## src/rtl/core/isodur_pkg.sv

```systemverilog
// ----------------------------------------------------------------------------
// isodur_pkg
// constants shared by the duration text parser
// ----------------------------------------------------------------------------
package isodur_pkg;
    localparam int MAX_CHARS = 63;
    localparam int AW        = $clog2(MAX_CHARS + 1);
    localparam int LW        = $clog2(MAX_CHARS + 1);

    localparam logic [7:0] CH_P  = 8'h50;
    localparam logic [7:0] CH_LP = 8'h70;

    // fold ascii letter to upper case
    function automatic logic [7:0] up_case(input logic [7:0] c);
        logic [7:0] r;
        r = c;
        if (c >= 8'h61 && c <= 8'h7a) r = c - 8'h20;
        return r;
    endfunction

    function automatic logic is_ws(input logic [7:0] c);
        return (c == 8'h20) || (c >= 8'd9 && c <= 8'd13);
    endfunction

    function automatic logic is_digit(input logic [7:0] c);
        return (c >= 8'h30) && (c <= 8'h39);
    endfunction
endpackage

```

## src/rtl/core/isodur_scan.sv

```systemverilog
// ----------------------------------------------------------------------------
// isodur_scan
// walks the stored text, locates indicators and converts numbers
// ----------------------------------------------------------------------------
module isodur_scan
    import isodur_pkg::*;
(
    input  logic               aclk,
    input  logic               aresetn,
    input  logic               start,
    input  logic [LW-1:0]      eff_len,
    output logic [AW-1:0]      rd_addr,
    input  logic [7:0]         rd_data,
    output logic               done,
    output logic               status,
    output logic [7*32-1:0]    parts
);
    // phases: check leading P, locate t, locate w, then per-unit find + convert
    localparam logic [3:0] S_IDLE  = 4'd0;
    localparam logic [3:0] S_CHKP  = 4'd1;
    localparam logic [3:0] S_FINDT = 4'd2;
    localparam logic [3:0] S_FINDW = 4'd3;
    localparam logic [3:0] S_FIND  = 4'd4;
    localparam logic [3:0] S_NWS   = 4'd5;
    localparam logic [3:0] S_NDIG  = 4'd6;
    localparam logic [3:0] S_NMUL  = 4'd7;
    localparam logic [3:0] S_FIN   = 4'd8;
    localparam logic [3:0] S_DONE  = 4'd9;

    // unit order: Y M D H M S W ; stage index 0..6
    logic [3:0]      st_reg, st_next;
    logic [LW:0]     pos_reg, pos_next;      // address presented this cycle
    logic            wait_reg, wait_next;    // read data not yet valid
    logic [LW:0]     s_reg, s_next, t_reg, t_next, w_reg, w_next, x_reg, x_next;
    logic [2:0]      u_reg, u_next;
    logic            nw_reg, nw_next, neg_reg, neg_next;
    logic            err_reg, err_next;
    logic [31:0]     v_reg, v_next, mul_reg, mul_next;
    logic [7*32-1:0] parts_reg, parts_next;
    logic [LW:0]     len_ext;
    logic [7:0]      cu;
    logic [7:0]      tgt;
    logic            have_t;
    logic            take;

    assign len_ext = {1'b0, eff_len};
    assign rd_addr = pos_reg[AW-1:0];
    assign cu      = up_case(rd_data);
    assign have_t  = t_reg < len_ext;
    assign done    = (st_reg == S_DONE);
    assign status  = err_reg;
    assign parts   = parts_reg;

    always_comb begin
        unique case (u_reg)
            3'd0:    tgt = 8'h59;
            3'd1:    tgt = 8'h4d;
            3'd2:    tgt = 8'h44;
            3'd3:    tgt = 8'h48;
            3'd4:    tgt = 8'h4d;
            3'd5:    tgt = 8'h53;
            default: tgt = 8'h57;
        endcase
    end

    // accept rule for an indicator found at the current position
    always_comb begin
        unique case (u_reg)
            3'd1:    take = !have_t || (pos_reg < t_reg);
            3'd3,
            3'd5:    take = have_t;
            3'd4:    take = have_t && (pos_reg > t_reg);
            default: take = 1'b1;
        endcase
    end

    always_comb begin
        st_next = st_reg; pos_next = pos_reg; wait_next = 1'b0;
        s_next = s_reg; t_next = t_reg; w_next = w_reg; x_next = x_reg;
        u_next = u_reg; nw_next = nw_reg; neg_next = neg_reg;
        err_next = err_reg; v_next = v_reg; mul_next = mul_reg;
        parts_next = parts_reg;
        unique case (st_reg)
            S_IDLE: begin
                if (start) begin
                    parts_next = '0; err_next = 1'b0; nw_next = 1'b0;
                    pos_next = '0; wait_next = 1'b1; st_next = S_CHKP;
                end
            end
            S_CHKP: begin
                if (!wait_reg) begin
                    if (len_ext == '0 || !(rd_data == CH_P || rd_data == CH_LP)) begin
                        err_next = 1'b1; st_next = S_DONE;
                    end else begin
                        t_next = len_ext; pos_next = '0; wait_next = 1'b1;
                        st_next = S_FINDT;
                    end
                end
            end
            S_FINDT: begin
                if (!wait_reg) begin
                    if (pos_reg >= len_ext || cu == 8'h54) begin
                        t_next = pos_reg; pos_next = '0; wait_next = 1'b1;
                        st_next = S_FINDW;
                    end else begin
                        pos_next = pos_reg + 1'b1; wait_next = 1'b1;
                    end
                end
            end
            S_FINDW: begin
                if (!wait_reg) begin
                    if (pos_reg >= len_ext || cu == 8'h57) begin
                        w_next = pos_reg; s_next = '0; u_next = 3'd0;
                        pos_next = '0; wait_next = 1'b1; st_next = S_FIND;
                    end else begin
                        pos_next = pos_reg + 1'b1; wait_next = 1'b1;
                    end
                end
            end
            S_FIND: begin
                if (u_reg == 3'd6) begin
                    if (w_reg < len_ext) begin
                        if (nw_reg) begin
                            err_next = 1'b1; st_next = S_DONE;
                        end else begin
                            x_next = w_reg; pos_next = s_reg + 1'b1;
                            wait_next = 1'b1; st_next = S_NWS;
                        end
                    end else begin
                        st_next = S_FIN;
                    end
                end else if (!wait_reg) begin
                    if (pos_reg >= len_ext || cu == tgt) begin
                        x_next = pos_reg;
                        if (pos_reg < len_ext && take) begin
                            pos_next = s_reg + 1'b1; wait_next = 1'b1; st_next = S_NWS;
                        end else begin
                            // not taken: next unit, after D jump to t if present
                            u_next = u_reg + 1'b1;
                            if (u_reg == 3'd2 && have_t) begin
                                s_next = t_reg; nw_next = 1'b1; pos_next = t_reg;
                            end else begin
                                pos_next = s_reg;
                            end
                            wait_next = 1'b1;
                        end
                    end else begin
                        pos_next = pos_reg + 1'b1; wait_next = 1'b1;
                    end
                end
            end
            S_NWS: begin
                if (!wait_reg) begin
                    v_next = '0; neg_next = 1'b0;
                    if (pos_reg < len_ext && is_ws(rd_data)) begin
                        pos_next = pos_reg + 1'b1; wait_next = 1'b1;
                    end else if (pos_reg < len_ext &&
                                 (rd_data == 8'h2b || rd_data == 8'h2d)) begin
                        neg_next = (rd_data == 8'h2d);
                        pos_next = pos_reg + 1'b1; wait_next = 1'b1; st_next = S_NDIG;
                    end else begin
                        st_next = S_NDIG;
                    end
                end
            end
            S_NDIG: begin
                if (!wait_reg) begin
                    if (pos_reg < len_ext && is_digit(rd_data)) begin
                        mul_next = {v_reg[28:0], 3'b000} + {v_reg[30:0], 1'b0};
                        v_next = {24'd0, rd_data - 8'h30};
                        st_next = S_NMUL;
                    end else begin
                        v_next = neg_reg ? (32'd0 - v_reg) : v_reg;
                        parts_next[32*(u_reg == 3'd6 ? 2 :
                                       u_reg == 3'd0 ? 0 :
                                       u_reg == 3'd1 ? 1 :
                                       u_reg == 3'd2 ? 3 :
                                       u_reg == 3'd3 ? 4 :
                                       u_reg == 3'd4 ? 5 : 6) +: 32] =
                            neg_reg ? (32'd0 - v_reg) : v_reg;
                        s_next = x_reg; nw_next = (u_reg != 3'd6) ? 1'b1 : nw_reg;
                        if (u_reg == 3'd6) begin
                            st_next = S_FIN;
                        end else begin
                            u_next = u_reg + 1'b1;
                            if (u_reg == 3'd2 && have_t) begin
                                s_next = t_reg; pos_next = t_reg;
                            end else begin
                                pos_next = x_reg;
                            end
                            wait_next = 1'b1; st_next = S_FIND;
                        end
                    end
                end
            end
            S_NMUL: begin
                v_next = mul_reg + v_reg;
                pos_next = pos_reg + 1'b1; wait_next = 1'b1; st_next = S_NDIG;
            end
            S_FIN: begin
                if (s_reg + 1'b1 < len_ext) err_next = 1'b1;
                st_next = S_DONE;
            end
            S_DONE:  st_next = S_IDLE;
            default: st_next = S_IDLE;
        endcase
    end

    always_ff @(posedge aclk) begin
        if (!aresetn) begin
            st_reg <= S_IDLE;
            wait_reg <= 1'b0;
        end else begin
            st_reg <= st_next;
            wait_reg <= wait_next;
        end
        pos_reg <= pos_next; s_reg <= s_next; t_reg <= t_next; w_reg <= w_next;
        x_reg <= x_next; u_reg <= u_next; nw_reg <= nw_next; neg_reg <= neg_next;
        err_reg <= err_next; v_reg <= v_next;
        mul_reg <= mul_next; parts_reg <= parts_next;
    end
endmodule

```

## src/rtl/core/iso_duration_text_parser.sv

```systemverilog
// ----------------------------------------------------------------------------
// iso_duration_text_parser
// ISO 8601 duration text parser with text held in a one-write one-read buffer
// ----------------------------------------------------------------------------
// input words carry one text byte each, s_last_char marks the final byte.
// each of the first 63 bytes is written to a 63-entry text buffer; the
// word with s_last_char starts a scan over the buffer which yields one
// result word: status and seven 32-bit parts. ordinary bytes are taken
// back to back. the scan reads the buffer through a registered read
// port, so it waits for the data of each byte it looks at: it searches
// for T, then for W, then for each unit for its indicator and number.
// input ready is low during the scan and while a result waits in the
// output register; a stalled receiver holds the result and the block takes
// no more bytes until it is taken. reset clears the text length and flags;
// buffer contents need no clearing.
// ----------------------------------------------------------------------------
module iso_duration_text_parser
    import isodur_pkg::*;
(
    input  logic        aclk,
    input  logic        aresetn,
    input  logic        s_valid,
    output logic        s_ready,
    input  logic [7:0]  s_char_code,
    input  logic        s_last_char,
    output logic        m_valid,
    input  logic        m_ready,
    output logic        m_status,
    output logic [31:0] m_years,
    output logic [31:0] m_months,
    output logic [31:0] m_weeks,
    output logic [31:0] m_days,
    output logic [31:0] m_hours,
    output logic [31:0] m_minutes,
    output logic [31:0] m_seconds
);
    logic [7:0]      mem [MAX_CHARS];
    logic [7:0]      rd_data_reg;
    logic [LW-1:0]   len_reg, eff_reg;
    logic            long_reg, nul_reg, busy_reg, ov_reg;
    logic            acc, start, done, status;
    logic [AW-1:0]   rd_addr;
    logic [7*32-1:0] parts, out_reg;
    logic            st_reg;

    assign s_ready = !busy_reg && !ov_reg;
    assign acc     = s_valid && s_ready;
    assign m_valid = ov_reg;

    always_ff @(posedge aclk) begin
        if (acc && !long_reg && len_reg < LW'(MAX_CHARS))
            mem[len_reg[AW-1:0]] <= s_char_code;
        rd_data_reg <= mem[rd_addr];
    end

    // the closing byte raises start once stored, and go_reg registers it again to start the scan
    always_ff @(posedge aclk) begin
        if (!aresetn) begin
            len_reg <= '0; long_reg <= 1'b0; nul_reg <= 1'b0;
            busy_reg <= 1'b0; ov_reg <= 1'b0; start <= 1'b0;
        end else begin
            start <= acc && s_last_char;
            if (acc) begin
                if (!long_reg) begin
                    if (len_reg < LW'(MAX_CHARS)) begin
                        len_reg <= len_reg + 1'b1;
                        if (s_char_code == 8'd0 && !nul_reg) begin
                            nul_reg <= 1'b1; eff_reg <= len_reg;
                        end
                    end else begin
                        long_reg <= 1'b1;
                    end
                end
                if (s_last_char) begin
                    busy_reg <= 1'b1;
                end
            end
            if (start) begin
                if (!nul_reg) eff_reg <= len_reg;
                len_reg <= '0; nul_reg <= 1'b0;
            end
            if (done) begin
                busy_reg <= 1'b0; ov_reg <= 1'b1; long_reg <= 1'b0;
            end else if (ov_reg && m_ready) begin
                ov_reg <= 1'b0;
            end
        end
        if (done) begin
            st_reg  <= long_reg ? 1'b1 : status;
            out_reg <= long_reg ? '0 : parts;
        end
    end

    // delay start so eff_reg settles
    logic go_reg;
    always_ff @(posedge aclk) begin
        if (!aresetn) go_reg <= 1'b0;
        else          go_reg <= start;
    end

    isodur_scan u_scan (
        .aclk    (aclk),
        .aresetn (aresetn),
        .start   (go_reg),
        .eff_len (eff_reg),
        .rd_addr (rd_addr),
        .rd_data (rd_data_reg),
        .done    (done),
        .status  (status),
        .parts   (parts)
    );

    assign m_status  = st_reg;
    assign m_years   = out_reg[0*32 +: 32];
    assign m_months  = out_reg[1*32 +: 32];
    assign m_weeks   = out_reg[2*32 +: 32];
    assign m_days    = out_reg[3*32 +: 32];
    assign m_hours   = out_reg[4*32 +: 32];
    assign m_minutes = out_reg[5*32 +: 32];
    assign m_seconds = out_reg[6*32 +: 32];
endmodule

```

## config.mk

```make
export PLATFORM = sky130hd
export DESIGN_NAME = iso_duration_text_parser
export DESIGN_NICKNAME = d
export VERILOG_FILES = /design/src/rtl/core/isodur_pkg.sv /design/src/rtl/core/isodur_scan.sv /design/src/rtl/core/iso_duration_text_parser.sv
export SDC_FILE = /design/constraint.sdc
export NUM_CORES = 2
export LEC_CHECK = 0
export BUFFER_PORTS_ARGS = -buffer_cell sky130_fd_sc_hd__clkbuf_2
export CAP_MARGIN = 20
export CORE_ASPECT_RATIO = 0.5
export CORE_MARGIN = 2
export CORE_UTILIZATION = 56
export DETAILED_ROUTE_END_ITERATION = 8
export PLACE_DENSITY_LB_ADDON = 0.12
export SLEW_MARGIN = 25
export SYNTH_ARGS = -nofsm -noshare
export SYNTH_HDL_FRONTEND = slang
export SYNTH_HIERARCHICAL = 1
export SYNTH_SLANG_ARGS = --single-unit
```

## constraint.sdc

```tcl
create_clock -name aclk -period 17.1 [get_ports aclk]
set_input_delay 0.855 -clock aclk [delete_from_list [all_inputs] [get_ports aclk]]
set_output_delay 0.855 -clock aclk [all_outputs]
set_load 0.01 [all_outputs]
```

==> metrics.txt <==
crit path launch type=flip-flop; Fin Hold WS=0.4635 ns; IO Count=240; endpoints failing setup=0; DRT Pass-1 Iters=6; Bufs on Longest Clock Path=3; Final #Nets=3,704; Comb power frac=23.2%; Required @ worst endpoint=17.40 ns; Yosys top cell area share=66.16%; WP buf/inv=3; register area=32,420 µm²; DRC=0; Hold Vio Cnt, Final=0; critical path capture point type=flip-flop; Clock Skew=0.02573 ns; min-delay worst type=in -> reg; Placed Area=50,730 µm²; area grow syn2layout=11.62%; Post-synth ARST share=0%; Avg Cell Area, Syn=14.29 µm²; commonest cells in the netlist=edfxtp_1 (1,063), nor2_1 (369), nor2b_1 (253), nand2_1 (186), a211oi_1 (179); critical path's largest stage delay=0.89 ns; Post-CTS Setup Inserts=0; status=finished, final reports clean; Worst slew margin=24.33%; Synth Area in XOR/XNOR=1.704%; Core Area=85,680 µm²; Max Cap Viol=0; top-count cell post-synth=edfxtp_1; number of global-route vias before repair=28,080; Reg clk slew, reported paths=0.07 ns; crit share post-route=26.82%; Max Slew Vio Count=0; syn_nets=3,494; Switching Fraction=29.88%; Least-Margin Pin Slew=1.127 ns; CP Cell Sequence=ha_1, nand4b_1, a21oi_1, or2_1, or3_1, o21ai_2, buf_4, o21ai_4, buf_6, buf_4; clk root buf=clkbuf_16; dpl ws=12.37 ns; unrepaired setup endpoints after global routing=false; P_sw=2.056 mW; Design Area, Final=53,850 µm²; max reg flops=504; share of cells above drive strength 1=17.05%; Crit Path Max Fanout=79; Int Power=4.825 mW; CP max stage cell=buf_4; worst skew pair latency=0.69 ns; Compound-Gate Fraction of Synth Area=9.598%; synth warn=6; H-tree depth=3; Peak VDD IR=0.00008368 V; Tmin final=4.585 ns; P per Cell Area=127.8 nW/µm²; #FFs+latches synth=1,088; wire length of the first global-routing pass=173,600 µm; area occupied by multi-input gates=15,020 µm²; initial antenna violation count=0; WL per Instance=23.86 µm; final RePlAce weighted congestion=0.9089; drt total wl=115,200 µm; cell row count=76; DPL Wire Length=74,090 µm; Sum Neg Setup Slack=0 ns; vias post-DR=29,310; pin count of the biggest net entering global routing=173; TritonCTS clock tree=built; total CTS buffers=95; delay-heaviest family, CP=buffers and inverters; # hold bufs at CTS=0; fmax=218.1 MHz; Synth Cell Area=48,250 µm²; GR Overflow Total=0; sequential area share after synthesis=67.20%; initial core utilization=56.31%; FILL cells=6,380; overall routing resource usage=25.97%; Clock Sinks=1,088; cell leakage power=18.16 nW; via/cell ratio=6.067; post-cts resize count=0; antenna diode count=0; Port Buffers=239; Synth cell types=88; Post-DRT Antenna Nets=0; Synth area leader=edfxtp_1; total die area=88,660 µm²; ys flop type=edfxtp_1; multiplexer share of the synthesized area=6.390%; area share of fa/ha/maj cells after synthesis=2.754%; Crit path top cell by count=buf_4; WS Path Type=reg -> reg; cells after synthesis=3,376; Clk network pwr share=31.2%; initial DRC count=3,433; main combinational cell family by area after synthesis=simple AND/OR/NAND/NOR gates; Post-synth EDFFs=1,063; crit path DAT=4.89 ns; die width=419.1 µm; Synth area leaders=edfxtp_1 (66%), mux4_2 (5.3%), nor2b_1 (3.3%), nor2_1 (2.9%), a211oi_1 (2.8%); post-route setup slack=12.51 ns; simple-gate share of the synthesized area=10.32%; Die Y-Extent=211.6 µm; share of power burned in registers=45.6%
layer usage:
metal  global-route usage (%)  wire, µm
met5                        0         0
met4                    6.585      2492
met3                    4.284      8391
met2                    40.53     53810
met1                    38.39     50530
layout by cell type (no fill, tap or decap), drive strengths merged, types with 15 or more instances in the layout:
cell type and count:
edfxtp 1063, nor2 369, clkbuf 356, nor2b 253
nand2 186, a211oi 179, o21ai 118, a21oi 116
mux4 113, ha 103, buf 60, xor2 52
inv 49, a21o 43, clkinv 42, xnor2 41
o22ai 37, nor3 36, nand3 35, a22oi 30
nand2b 29, mux2 27, dfxtp 25, mux2i 23
and3 17, or3 16, o211ai 16, a31oi 15
cells by family (layout without fill, tap and decap cells):
group	after synthesis	count (layout)
flip-flops	1088	1088
multiplexers	163	163
AND/OR/NAND/NOR	1015	1015
AO/OA/AOI/OAI	679	679
XOR/XNOR	93	93
adder cells (fa/ha/maj)	105	105
buffers and inverters	233	517
worst register-to-register path: stages (launching register included):
cell	delay [ns]
edfxtp_1	0.67
ha_1	0.44
nand4b_1	0.15
a21oi_1	0.20
or2_1	0.39
or3_1	0.24
o21ai_2	0.07
buf_4	0.26
o21ai_4	0.15
buf_6	0.54
buf_4	1.03
power by group through the flow:
stage / sequential, mW / combinational [mW] / clock [mW]
after floorplan: 3.17 / 1.14 / 0
after global placement: 3.19 / 1.56 / 0
after detailed placement: 3.20 / 1.58 / 0
after CTS: 3.14 / 1.59 / 2.18
after global routing: 3.15 / 1.72 / 2.28
final: 3.14 / 1.60 / 2.14
per-stage QoR:
step,total power [mW],cells,util (%)
final,6.881,4830,62.85
after detailed placement,4.776,4657,59.21
after global routing,7.149,4830,62.85
after global placement,4.756,4656,59.15
after floorplan,4.315,3376,-
after CTS,6.904,4828,62.77
cell type report:
cell class	instances	area share (%)
sequential	1088	60.21
multi-input combinational	2055	27.89
clock buffer	117	4.837
inverter	47	0.3276
timing repair buffer	299	3.183
clock inverter	54	0.8271
tap	1170	2.718
path summary, 6_finish.rpt:
kind                     startpoint           endpoint  slack, ns  depth (start not counted)
setup / recovery  u_scan/pos_reg[5]  u_scan/parts[143]      12.51                         10
hold / removal              m_ready            m_valid       0.46                          3
setup reg to reg  u_scan/pos_reg[5]  u_scan/parts[143]      12.51                         10
hold reg to reg             nul_reg            nul_reg       0.49                          2
Note: power is estimated with default switching activity, not from simulation.
